$ cat src/sv/baro_pressure_temp_compensation_core_defines.svh
// Assertion macros for the barometric compensation core.
// Included by every RTL file that carries concurrent assertions; no other dependencies.
`ifndef BARO_PRESSURE_TEMP_COMPENSATION_CORE_DEFINES_SVH
`define BARO_PRESSURE_TEMP_COMPENSATION_CORE_DEFINES_SVH

// Same-cycle implication, disabled while reset is high
`define BPTC_ASSERT_IMP(label, clk, rst, ante, cons) \
   label: assert property (@(posedge clk) disable iff (rst) (ante) |-> (cons)) \
      else $error("bptc assertion failed");

// Next-cycle implication, disabled while reset is high
`define BPTC_ASSERT_NXT(label, clk, rst, ante, cons) \
   label: assert property (@(posedge clk) disable iff (rst) (ante) |=> (cons)) \
      else $error("bptc assertion failed");

`endif

$ cat src/sv/bptc_pkg.sv
// Package for the barometric compensation core: widths, constants, register indexes
// and the structs passed between pipeline sections. No dependencies.
`timescale 1ns / 1ps

package bptc_pkg;

   // Field widths
   localparam int RAW_W       = 24;
   localparam int COEFF_W     = 16;
   localparam int CSR_INDEX_W = 3;
   localparam int TEMP_W      = 15;
   localparam int PRES_W      = 17;

   // Internal widths
   localparam int DT_W    = 25;                  // D2 - C5*2^8
   localparam int PROD_W  = DT_W + COEFF_W + 1;  // dT times a calibration word
   localparam int DSQ_W   = 2 * DT_W - 2;        // dT squared, non-negative
   localparam int Q_W     = 18;                  // dT*C6/2^23
   localparam int DEV_W   = Q_W + 1;             // TEMP + 1500
   localparam int OFF_W   = 35;                  // first-order offset
   localparam int SENS_W  = 34;                  // first-order sensitivity
   localparam int T2_W    = 17;
   localparam int TSUM_W  = 20;                  // temperature before saturation
   localparam int SQ_W    = 34;                  // squared deviations
   localparam int CORR_W  = 38;                  // OFF2 and SENS2
   localparam int ACC_W   = 40;                  // corrected OFF and SENS
   localparam int SPLIT_W = 20;                  // low part of SENS in the D1 product
   localparam int PL_W    = RAW_W + SPLIT_W;
   localparam int PH_W    = RAW_W + 1 + ACC_W - SPLIT_W;
   localparam int FULL_W  = 64;
   localparam int X_W     = FULL_W - 21;
   localparam int Y_W     = X_W + 1;
   localparam int PSUM_W  = Y_W - 15;

   // Shift amounts
   localparam int TEMP_SHIFT = 23;
   localparam int OFF_SHIFT  = 7;
   localparam int SENS_SHIFT = 8;
   localparam int T2_SHIFT   = 31;
   localparam int PRES_SHIFT = 21;
   localparam int OUT_SHIFT  = 15;

   // Temperature breakpoints and output ranges
   localparam int TEMP_REF  = 2000;
   localparam int TEMP_COLD = -1500;
   localparam int TEMP_MIN  = -4000;
   localparam int TEMP_MAX  = 8500;
   localparam int PRES_MIN  = 1000;
   localparam int PRES_MAX  = 120000;

   // Register stages from start to the result strobe
   localparam int PIPE_DEPTH = 9;

   typedef enum logic [CSR_INDEX_W-1:0] {
      CSR_SENS     = 3'd0,
      CSR_OFF      = 3'd1,
      CSR_TCS      = 3'd2,
      CSR_TCO      = 3'd3,
      CSR_TREF     = 3'd4,
      CSR_TEMPSENS = 3'd5
   } bptc_csr_index_type;

   typedef struct packed {
      logic [COEFF_W-1:0] sens;
      logic [COEFF_W-1:0] off;
      logic [COEFF_W-1:0] tcs;
      logic [COEFF_W-1:0] tco;
      logic [COEFF_W-1:0] tref;
      logic [COEFF_W-1:0] tempsens;
   } bptc_coeff_type;

   // First-order terms of one item
   typedef struct packed {
      logic                     valid;
      logic [RAW_W-1:0]         d1;
      logic signed [Q_W-1:0]    q;
      logic signed [OFF_W-1:0]  off;
      logic signed [SENS_W-1:0] sens;
      logic [T2_W-1:0]          t2;
   } bptc_fo_type;

   // Corrected terms of one item
   typedef struct packed {
      logic                     valid;
      logic [RAW_W-1:0]         d1;
      logic signed [TEMP_W-1:0] temp;
      logic signed [ACC_W-1:0]  off;
      logic signed [ACC_W-1:0]  sens;
   } bptc_so_type;

endpackage

$ cat src/sv/bptc_csr.sv
// Calibration word registers of the barometric compensation core.
// Depends on bptc_pkg.
`timescale 1ns / 1ps

module bptc_csr (
   input  logic                               clock,
   input  logic                               reset,
   input  logic                               csr_write_en,
   input  logic [bptc_pkg::CSR_INDEX_W-1:0]   csr_index,
   input  logic [bptc_pkg::COEFF_W-1:0]       csr_wdata,
   output bptc_pkg::bptc_coeff_type           coeff
);
   import bptc_pkg::*;

   bptc_coeff_type coeff_ff;
   bptc_coeff_type coeff_in;

   // Decode the write; indexes beyond the list are dropped
   always_comb begin
      coeff_in = coeff_ff;
      if (csr_write_en) begin
         unique case (csr_index)
            CSR_SENS:     coeff_in.sens     = csr_wdata;
            CSR_OFF:      coeff_in.off      = csr_wdata;
            CSR_TCS:      coeff_in.tcs      = csr_wdata;
            CSR_TCO:      coeff_in.tco      = csr_wdata;
            CSR_TREF:     coeff_in.tref     = csr_wdata;
            CSR_TEMPSENS: coeff_in.tempsens = csr_wdata;
            default:      coeff_in          = coeff_ff;
         endcase
      end
   end

   always_ff @(posedge clock) begin
      if (reset) begin
         coeff_ff <= '0;
      end else begin
         coeff_ff <= coeff_in;
      end
   end

   assign coeff = coeff_ff;

endmodule

$ cat config.mk
export PLATFORM = sky130hd
export DESIGN_NAME = bptc_csr
export DESIGN_NICKNAME = d
export VERILOG_FILES = /design/src/sv/baro_pressure_temp_compensation_core_defines.svh /design/src/sv/bptc_pkg.sv /design/src/sv/bptc_csr.sv
export SDC_FILE = /design/constraint.sdc
export NUM_CORES = 1
export LEC_CHECK = 0
export BUFFER_PORTS_ARGS = -buffer_cell sky130_fd_sc_hd__buf_4
export CORE_UTILIZATION = 51
export DETAILED_ROUTE_END_ITERATION = 8
export PLACE_DENSITY = 0.86
export SYNTH_ARGS = -nofsm -noshare
export SYNTH_HDL_FRONTEND = slang
export SYNTH_SLANG_ARGS = --single-unit
$ cat constraint.sdc
create_clock -name clock -period 1.7 [get_ports clock]
set_clock_uncertainty 0.05 [all_clocks]
set_input_delay 0.34 -clock clock [delete_from_list [all_inputs] [get_ports clock]]
set_output_delay 0.34 -clock clock [all_outputs]
set_load 0.01 [all_outputs]
=== Word level (Yosys, flattened, before mapping) ===
Cells that the tools add are included.

* Logic and storage cells: 18
* Register bits after elaboration: 96
* Output and inout bits: 96

* Equal/unequal tests: 5
* Reductions and logical operators: 7

{| class="wikitable"
|+ Operators by type and width
! cell !! count
|-
| AND reduction 2 bit || 6
|-
| == test 3 x 2 -> 1 bit, second input constant || 2
|-
| == test 3 bit, second input constant || 2
|-
| == test 3 x 1 -> 1 bit, second input constant || 1
|-
| logical NOT 3 bit || 1
|}

=== Depth between registers and ports, before layout ===
Gate-level depths: netlist of run 1.

* Depth after elaboration: 2
* Depth in mapped cells: 4
* Gate-level depth less buffers: 2

=== Worst setup path before layout of run 1 ===
OpenSTA, ideal clock, no wires.

* Kind: in2reg
* Start point: input port csr_index[1] (netlist name)
* End point: register coeff_ff, in the netlist coeff[85]
* Required time: 1.526 ns
* Buffers on the path: 2
* Library setup time: 0.124 ns
* Data arrival time: 1.239 ns
* Slack: 0.287 ns
* Cell stages on the path: 4
* Path through: or4b_1 -> buf_2 -> buf_6 -> mux2i_1

* Word-level cells in the longest chain between the ends: 2

{| class="wikitable"
|+ Ends and longest elaborated chain
! what !! line !! source
|-
| start, declared || bptc_csr.sv:9 || <nowiki>input logic [bptc_pkg::CSR_INDEX_W-1:0] csr_index,</nowiki>
|-
| logical NOT 3 bit || bptc_csr.sv:22 || <nowiki>unique case (csr_index)</nowiki>
|-
| AND reduction 2 bit (no source line) || n/a ||
|-
| end signal, assigned || bptc_csr.sv:38 || <nowiki>coeff_ff <= coeff_in;</nowiki>
|-
| end, declared || bptc_csr.sv:15 || <nowiki>bptc_coeff_type coeff_ff;</nowiki>
|}

No other way between the ends.
A chain may end at the register's enable or synchronous reset.

=== Worst setup path in the final report of run 1 ===
* Start point: register coeff_ff, in the netlist coeff[78]
* End point: output port coeff[78] (netlist name)

{| class="wikitable"
|+ RTL lines
! what !! line !! source
|-
| end, declared || bptc_csr.sv:11 || <nowiki>output bptc_pkg::bptc_coeff_type coeff</nowiki>
|}

No word-level cell between the ends.

==> results of run 1 <==
[area by class of cell]
cell class	count	area, um^2	area share
timing repair buffer	128	998	0.201
tap	99	124	0.0249
sequential	96	1920	0.387
clock inverter	6	43.8	0.00882
clock buffer	10	128	0.0257
multi-input combinational	216	1750	0.352
[cell families after synthesis]
group,share of synthesized area
buffers and inverters,0.0291
AND/OR/NAND/NOR,0.209
flip-flops,0.508
multiplexers,0.254
[per-layer routing]
metal  up-vias  GRT usage  share of wire
li1       1344          -              -
met1      1341      0.295           0.45
met2        73      0.378           0.48
met3        25     0.0368          0.033
met4         0      0.116          0.031
met5         -          0              0
[power by group through the flow]
stage | Combinational [mW] | Sequential, mW | Clock, mW
after floorplan | 0.179 | 2.40 | 0
after global placement | 0.373 | 2.38 | 0
after detailed placement | 0.382 | 2.38 | 0
after CTS | 0.383 | 2.32 | 1.35
after global routing | 0.407 | 2.33 | 1.45
final | 0.381 | 2.32 | 1.33
[synthesized netlist by cell type, drive strengths merged]
cell     count  area share
nand2b     112        0.19
and4bb       1      0.0033
clkbuf      13       0.013
nor4b        1      0.0040
dfxtp       96        0.51
mux2i       96        0.25
nand4bb      3      0.0089
nand4b       2      0.0046
buf         11       0.016
or4b         1      0.0026
[stage by stage]
step / cell area, um^2 / hold slack (ns) / setup slack [ns]
after floorplan: 3780 / 0.443 / 0.287
after detailed placement: 4790 / 0.412 / 0.137
after global placement: 4790 / 0.410 / 0.150
after global routing: 4970 / 0.383 / 0.416
final: 4970 / 0.370 / 0.455
after CTS: 4970 / 0.351 / 0.446
[how the worst max path moves through the flow]
stage	start	endpoint	slack, ns	depth (start not counted)
after CTS	coeff[33]$_SDFFE_PP0P_	coeff[33]	0.45	1
after floorplan	csr_index[1]	coeff[85]$_SDFFE_PP0P_	0.29	4
after global routing	coeff[78]$_SDFFE_PP0P_	coeff[78]	0.42	1
after global placement	csr_index[1]	coeff[93]$_SDFFE_PP0P_	0.15	4
final	coeff[78]$_SDFFE_PP0P_	coeff[78]	0.46	1
after detailed placement	csr_index[1]	coeff[86]$_SDFFE_PP0P_	0.14	4
==> impl_results.md, run 1 <==
- Vias in the first global route: 2684
- Initial antenna violation count: 0
- Num CTS Buffers: 9
- Crit Path Max Fanout: 2
- Number of diodes: 0
- Switching Fraction: 0.249
- Fill count: 594
- Synth unique cells: 11
- Max-cap violations: 0
- Buf+Inv Stages, Crit Path: 1
- Syn avg cell area: 11.3 um^2
- Clock sink count: 96
- Worst slew pin tran: 0.409 ns
- Critical path data arrival time: 0.85 ns
- CP Capture Type: output pin
- Io pins: 118
- Slew Viols, Final: 0
- R2r endpoint: coeff[38]$_SDFFE_PP0P_
- Syn. warnings: 0
- GP Congestion: 0.765
- Worst path cell trace: buf_4
- Critical Path Start Type: flip-flop
- Power Density: 813 nW/um^2
- WS Path Type: flip-flop to output pin
- Internal power: 3.03 mW
- DRC viols: 0
- Total power: 4.04 mW
- Syn Nets: 358
- Most common cell after layout, fill and taps aside: buf_4
- Post-layout util: 0.688
- CTS tree: done
- Final Net Count: 473
- Fin crit period: 1.24 ns
- HPWL Detailed: 6320 um
- Resize count post-CTS: 0
- Layout cell share with drive strength beyond 1: 0.318
- Clk pwr share: 0.330
- Post-Syn Area: 3780 um^2
- Synthesized instance count: 336
- Sw power: 1.01 mW
- Largest delay share family, worst path: flip-flops
- Worst path slowest cell: dfxtp_1
- Hold Startpoint: csr_wdata[7]
- Initial core utilization: 0.524
- Combinational share of power: 0.094
- Overall Global Routing Usage: 0.230
- P_leak: 2.52 nW
- Port Buffers: 117
- Reg2Reg Setup Slack: 0.99 ns
- DR iter-0 viols: 109
- Setup violators final: 0
- WL per Instance: 15.8 um
- Reg2reg start: coeff[38]$_SDFFE_PP0P_
- Routed WL: 8780 um
- Worst endpoint required time: 1.31 ns
- Htree depth: 3
- Largest net degree at the start of global routing: 52
- Max reg flops: 96
- Hold Buf Count CTS: 0
- Worst VDD drop: 0.534 mV
- Seq/Total Area, Yosys: 0.508
- Count of final hold-check violations: 0
- Most frequent cells in the layout: 125 x buf_4, 112 x nand2b_1, 96 x mux2i_1, 96 x dfxtp_1, 9 x clkbuf_8
- Antenna Nets Post-Route: 0
- Grt ovf: 0
- Site row count: 31
- Area delta synth->final: 31.3%
- Hold Path End: coeff[23]$_SDFFE_PP0P_
- Die Area: 7770 um^2
- Max Buffers Root-to-Sink: 2
- First-pass GRT wire length: 13400 um
- Clock-pin slew on the worst setup and hold paths: 0.10 ns
- Max Freq: 803 MHz
- Outcome: completed
- Post-Layout Cell Count: 555
- Die Span X: 88.1 um
- Die Y: 88.1 um
- Seq cells post-synth: 96
- Post-CTS setup buffer count: 0
- Placed cells: 539
- Unrepaired setup endpoints after global routing: false
- Drt pass-1 iters: 4
- Root buffer cell: clkbuf_8
- Via count: 2783
- Vias per cell: 5.01
- Core area: 7210 um^2
- Clk_lat worst skew: 0.35 ns
- Final period utilization: 0.732
- Cells on worst reg2reg path: 2
- Max-slew headroom: 0.727
- CP max stage delay: 0.37 ns
- Hold path cells: 3
- Min-delay worst type: input port to flip-flop
- Reg power frac: 0.576
- Setup TNS: 0 ns
(Power assumes the default switching activity.)
==> run 2, diff against run 1 <==
CORE_UTILIZATION = 46   (was 51)
PLACE_DENSITY = 0.82   (was 0.86)
clock period = 1 ns   (was 1.7 ns; I/O delays follow)
==> run 2 against run 1 <==
  * Die area grew 11%
  * First-iteration DRC count shrank 33%
  * Cell count grew 6.7%
  * Register-to-register slack lost 0.78 ns
  * Highest routed layer unchanged
  * Design area grew 16%
  * The run now ends with setup timing left
==> impl_results.md, run 2 (synthesis results as in run 1) <==
- Met2 wire len: 4860 um (+15%)
- Max reg flops: 96 (unchanged)
- Htree depth: 3 (unchanged)
- DR iter-0 viols: 73 (-33%)
- Buf+Inv Stages, Crit Path: 1 (unchanged)
- Overall Global Routing Usage: 0.228 (-0.00268)
- Number of diodes: 0 (unchanged)
- Worst path slowest cell: dfxtp_2
- Initial antenna violation count: 0 (unchanged)
- Vias per cell: 4.90 (-2.4%)
- Crit Path Max Fanout: 2 (unchanged)
- First-pass GRT wire length: 14900 um (+11%)
- HPWL Detailed: 6410 um (+1.3%)
- Core area: 7850 um^2 (+8.8%)
- Site row count: 32 (+3.2%)
- Fill count: 562 (-5.4%)
- CTS tree: done
- Final period utilization: 1.08
- Worst endpoint required time: 0.75 ns (-0.56 ns)
- Final setup margin: -0.0760 ns (-0.531 ns)
- Worst VDD drop: 0.719 mV (+35%)
- CP max stage delay: 0.36 ns (about the same)
- P_leak: 2.84 nW (+13%)
- WS Path Type: flip-flop to output pin
- Critical path data arrival time: 0.83 ns (-0.02 ns)
- Max Buffers Root-to-Sink: 2 (unchanged)
- Outcome: finished, violations left
- Largest net degree at the start of global routing: 35 (-33%)
- Clock-pin slew on the worst setup and hold paths: 0.09 ns (about the same)
- Max-slew headroom: 0.776 (+0.0494)
- Routed WL: 9610 um (+9.5%)
- WL per Instance: 16.2 um (+2.6%)
- GP Congestion: 0.779 (+1.9%)
- Port Buffers: 117 (unchanged)
- Max Freq: 929 MHz
- Min-delay worst type: input port to flip-flop
- Wl on met1: 4230 um (+6.1%)
- Die Y: 92.7 um (+5.2%)
- Worst slew pin tran: 0.335 ns (-0.0741 ns)
- Power Density: 1230 nW/um^2 (+52%)
- CP Capture Type: output pin
- Antenna Nets Post-Route: 0 (unchanged)
- Initial core utilization: 0.482 (-0.0423)
- Drt pass-1 iters: 5 (+1)
- Vias in the first global route: 2949 (+9.9%)
- Grt ovf: 0 (unchanged)
- Fin Hold WS: 0.234 ns (-0.136 ns)
- Slew Viols, Final: 0 (unchanged)
- Failing checks: setup timing
- Final Net Count: 507 (+7.2%)
- Worst path cell trace: buf_6
- Largest delay share family, worst path: flip-flops
- Die Area: 8590 um^2 (+11%)
- Setup violators final: 96 (+96)
- Max-cap violations: 0 (unchanged)
- Io pins: 118 (unchanged)
- Total power: 7.10 mW (+76%)
- Clock sink count: 96 (unchanged)
- DRC viols: 0 (unchanged)
- Clk_lat worst skew: 0.35 ns (about the same)
- Count of final hold-check violations: 0 (unchanged)
- Most frequent cells in the layout: 112 x nand2b_1, 96 x mux2i_1, 96 x dfxtp_2, 96 x buf_6, 60 x buf_4
- Die Span X: 92.7 um (+5.2%)
- Layout cell share with drive strength beyond 1: 0.563 (+0.245)
- DR WL met3: 362 um (+23%)
- Unrepaired setup endpoints after global routing: true
- Root buffer cell: clkbuf_8
- Via count: 2898 (+4.1%)
- Num CTS Buffers: 9 (unchanged)
- Fin crit period: 1.08 ns
- Most common cell after layout, fill and taps aside: nand2b_1
- Area delta synth->final: 52.3%
- Critical Path Start Type: flip-flop
- Top Metal Used: met4
run 2: changes by cell type in the layout (fill, tap and decap cells not counted), sizes merged:
cell	previous run	this run
buf	128	162
clkbuf	10	11
clkinvlp	4	3
run 2: repair_timing:
item | in CTS | in global routing
gates cloned | 0 | 0
endpoints found under the setup margin | 106 | 96
gates resized for setup | 195 | 0
hold buffers | 0 | 0
buffers inserted | 12 | 12
run 2: final timing paths:
kind / start / endpoint / slack [ns] / cells after the start
max: coeff[53]$_SDFFE_PP0P_ / coeff[53] / -0.08 / 1
min: csr_wdata[6] / coeff[38]$_SDFFE_PP0P_ / 0.23 / 3
max reg2reg: coeff[59]$_SDFFE_PP0P_ / coeff[59]$_SDFFE_PP0P_ / 0.21 / 3
min reg2reg: coeff[67]$_SDFFE_PP0P_ / coeff[67]$_SDFFE_PP0P_ / 0.43 / 2
run 2: metrics by stage:
step,TNS (ns),instance area (um^2),util,instances,setup WS [ns]
after floorplan,-2.98,3820,-,336,-0.273
final,-5.29,5760,0.734,592,-0.0760
after global placement,-22.45,4910,0.625,552,-0.391
after detailed placement,-23.63,4910,0.625,552,-0.405
after CTS,-6.50,5670,0.723,580,-0.0823
after global routing,-8.23,5760,0.734,592,-0.104
run 2: metal layers:
layer / vias up / track usage
li1: 1416 / -
met1: 1388 / 0.282
met2: 78 / 0.389
met3: 16 / 0.0378
met4: 0 / 0.100
met5: - / 0
run 2: final cells by class:
cell class                      instances  area, um^2  area share
Sequential cell                        96        2040       0.354
Clock buffer                           11         141      0.0245
Clock inverter                          5        40.0     0.00695
Multi-Input combinational cell        216        1760       0.306
Tap cell                              102         128      0.0222
Timing Repair Buffer                  162        1650       0.286
run 2: power breakdown:
| part | internal, mW | switching (mW) | total [mW] |
|---|---|---|---|
| Sequential | 3.92 | 0.0646 | 3.98 |
| Clock | 0.987 | 1.36 | 2.35 |
| Combinational | 0.440 | 0.332 | 0.772 |
==> run 3, diff against run 2 <==
CORE_UTILIZATION = 45   (was 46)
PLACE_DENSITY = 0.8   (was 0.82)
==> run 3 against run 2 <==
  * The flow still finishes with violations (setup timing)
  * First-iteration DRC count is 6.8% lower
  * Core utilization is 0.65 points lower
  * Die area is 2.2% higher
  * Routed wire length is 1.7% higher
  * Design area is 3.3% higher
  * Non-clock buffer count is 20 higher
  * Fmax is 0.91% higher
  * Global-route usage is 0.37 points lower
  * Worst setup slack better by 0.0097 ns
  * Combinational power is 4.8% higher
  * Highest routed layer unchanged
==> impl_results.md, run 3 (synthesis results as in run 1) <==
- Outcome: finished, violations left
- Failing checks: setup timing
- Routed WL: 9780 um (+1.7%)
- P_leak: 2.97 nW (+4.4%)
- Unrepaired setup endpoints after global routing: true
- Core area: 8180 um^2 (+4.2%)
- Power Density: 1290 nW/um^2 (+4.3%)
- Most frequent cells in the layout: 112 x nand2b_1, 96 x mux2i_1, 96 x dfxtp_2, 96 x buf_6, 81 x buf_4
- Worst slew pin tran: 0.335 ns (+0.000194 ns)
- Hold path cells: 3 (unchanged)
- Final period utilization: 1.07 (-0.00971)
- Io pins: 118 (unchanged)
- Cells on worst reg2reg path: 4 (+1)
- Slew Viols, Final: 0 (unchanged)
- Die Span X: 93.7 um (+1.1%)
- Count of final hold-check violations: 0 (unchanged)
- Htree depth: 3 (unchanged)
- CTS tree: done
- Initial antenna violation count: 0 (unchanged)
- Area delta synth->final: 57.3%
- Buf+Inv Stages, Crit Path: 1 (unchanged)
- GP Congestion: 0.776 (-0.44%)
- Critical Path Start Type: flip-flop
- Largest net degree at the start of global routing: 38 (+8.6%)
- Antenna Nets Post-Route: 0 (unchanged)
- Drt pass-1 iters: 4 (-1)
- Final setup margin: -0.0663 ns (+0.00971 ns)
- Worst endpoint required time: 0.75 ns (about the same)
- DR iter-0 viols: 68 (-6.8%)
- CP max stage delay: 0.36 ns (about the same)
- Die Y: 93.7 um (+1.1%)
- Worst path slowest cell: dfxtp_2
- Worst VDD drop: 0.918 mV (+28%)
- Grt ovf: 0 (unchanged)
- Via count: 2937 (+1.3%)
- DRC viols: 0 (unchanged)
- WS Path Type: flip-flop to output pin
- Total power: 7.65 mW (+7.7%)
- Min-delay worst type: input port to flip-flop
- Num CTS Buffers: 9 (unchanged)
- Max-slew headroom: 0.776 (about the same)
- HPWL Detailed: 6620 um (+3.3%)
- Clock-pin slew on the worst setup and hold paths: 0.10 ns (about the same)
- Fin crit period: 1.07 ns (-0.00971 ns)
- Max Freq: 938 MHz (+0.91%)
- Hold Startpoint: csr_wdata[15]
- Die Area: 8780 um^2 (+2.2%)
- Reg2Reg Setup Slack: 0.12 ns (-0.09 ns)
- Max Buffers Root-to-Sink: 2 (unchanged)
- Vias per cell: 4.78 (-2.4%)
- Critical path data arrival time: 0.82 ns (about the same)
- Max reg flops: 96 (unchanged)
- CP Capture Type: output pin
- Setup violators final: 96 (unchanged)
- WL per Instance: 15.9 um (-2.1%)
- Worst path cell trace: buf_6
- Setup TNS: -4.57 ns (+0.728 ns)
- Site row count: 33 (+3.1%)
- Clk_lat worst skew: 0.35 ns (about the same)
- Port Buffers: 117 (unchanged)
- Max-cap violations: 0 (unchanged)
- R2r endpoint: coeff[5]$_SDFFE_PP0P_
- Vias in the first global route: 2913 (-1.2%)
- Hold Path End: coeff[15]$_SDFFE_PP0P_
- Crit Path Max Fanout: 2 (unchanged)
- Clock sink count: 96 (unchanged)
- First-pass GRT wire length: 14900 um (-0.14%)
- Reg2reg start: coeff[5]$_SDFFE_PP0P_
- Number of diodes: 0 (unchanged)
- Layout cell share with drive strength beyond 1: 0.582 (+0.0191)
- Final Net Count: 527 (+3.9%)
- Overall Global Routing Usage: 0.224 (-0.00368)
- Root buffer cell: clkbuf_8
- Largest delay share family, worst path: flip-flops
- Most common cell after layout, fill and taps aside: nand2b_1
- Initial core utilization: 0.463 (-0.0193)
run 3: layout make-up:
class	count	area (um^2)
fillers	579	2230
flip-flops and latches	96	2040
repair buffers	182	1780
multi-input cells	216	1760
clock buffers	10	138
well taps	105	131
clock inverters	6	90.1
run 3: how the worst max path moves through the flow:
stage                           startpoint                     end  cells past startpoint  slack (ns)
floorplan                     csr_index[1]  coeff[85]$_SDFFE_PP0P_                      4       -0.27
global placement              csr_index[1]  coeff[89]$_SDFFE_PP0P_                      4       -0.41
detailed placement            csr_index[1]  coeff[91]$_SDFFE_PP0P_                      4       -0.41
CTS                  coeff[2]$_SDFFE_PP0P_                coeff[2]                      1       -0.07
global route        coeff[71]$_SDFFE_PP0P_               coeff[71]                      1       -0.10
finish              coeff[11]$_SDFFE_PP0P_               coeff[11]                      1       -0.07
run 3: metal layers:
| layer | vias to the layer above | routed length [um] | GRT usage | share of wire |
|---|---|---|---|---|
| met2 | 65 | 5040 | 0.385 | 0.52 |
| met1 | 1409 | 4230 | 0.279 | 0.43 |
| li1 | 1452 | - | - | - |
| met4 | 0 | 176 | 0.0885 | 0.018 |
| met5 | - | 0 | 0 | 0 |
| met3 | 11 | 332 | 0.0356 | 0.034 |
run 3: metrics by stage:
| step | instance area (um^2) | instances | worst slack (ns) | util | hold WS, ns |
|---|---|---|---|---|---|
| after floorplan | 3820 | 336 | -0.273 | - | 0.347 |
| after detailed placement | 4970 | 564 | -0.414 | 0.607 | 0.416 |
| after global placement | 4970 | 564 | -0.410 | 0.607 | 0.410 |
| after global routing | 5950 | 615 | -0.103 | 0.728 | 0.207 |
| after CTS | 5780 | 592 | -0.0720 | 0.706 | 0.188 |
| final | 5950 | 615 | -0.0663 | 0.728 | 0.210 |
run 3: report_power, final:
part           switching [mW]  total (mW)  internal (mW)
logic                   0.338       0.809          0.470
registers              0.0632        3.98           3.92
clock network            1.36        2.86           1.49
run 3: repair_timing:
item,4_1_cts,5_1_grt
setup buffers,12,23
resized for setup,195,0
setup endpoints to repair,108,96
hold endpoints to repair,0,0
hold buffers,0,0
cloned,0,0
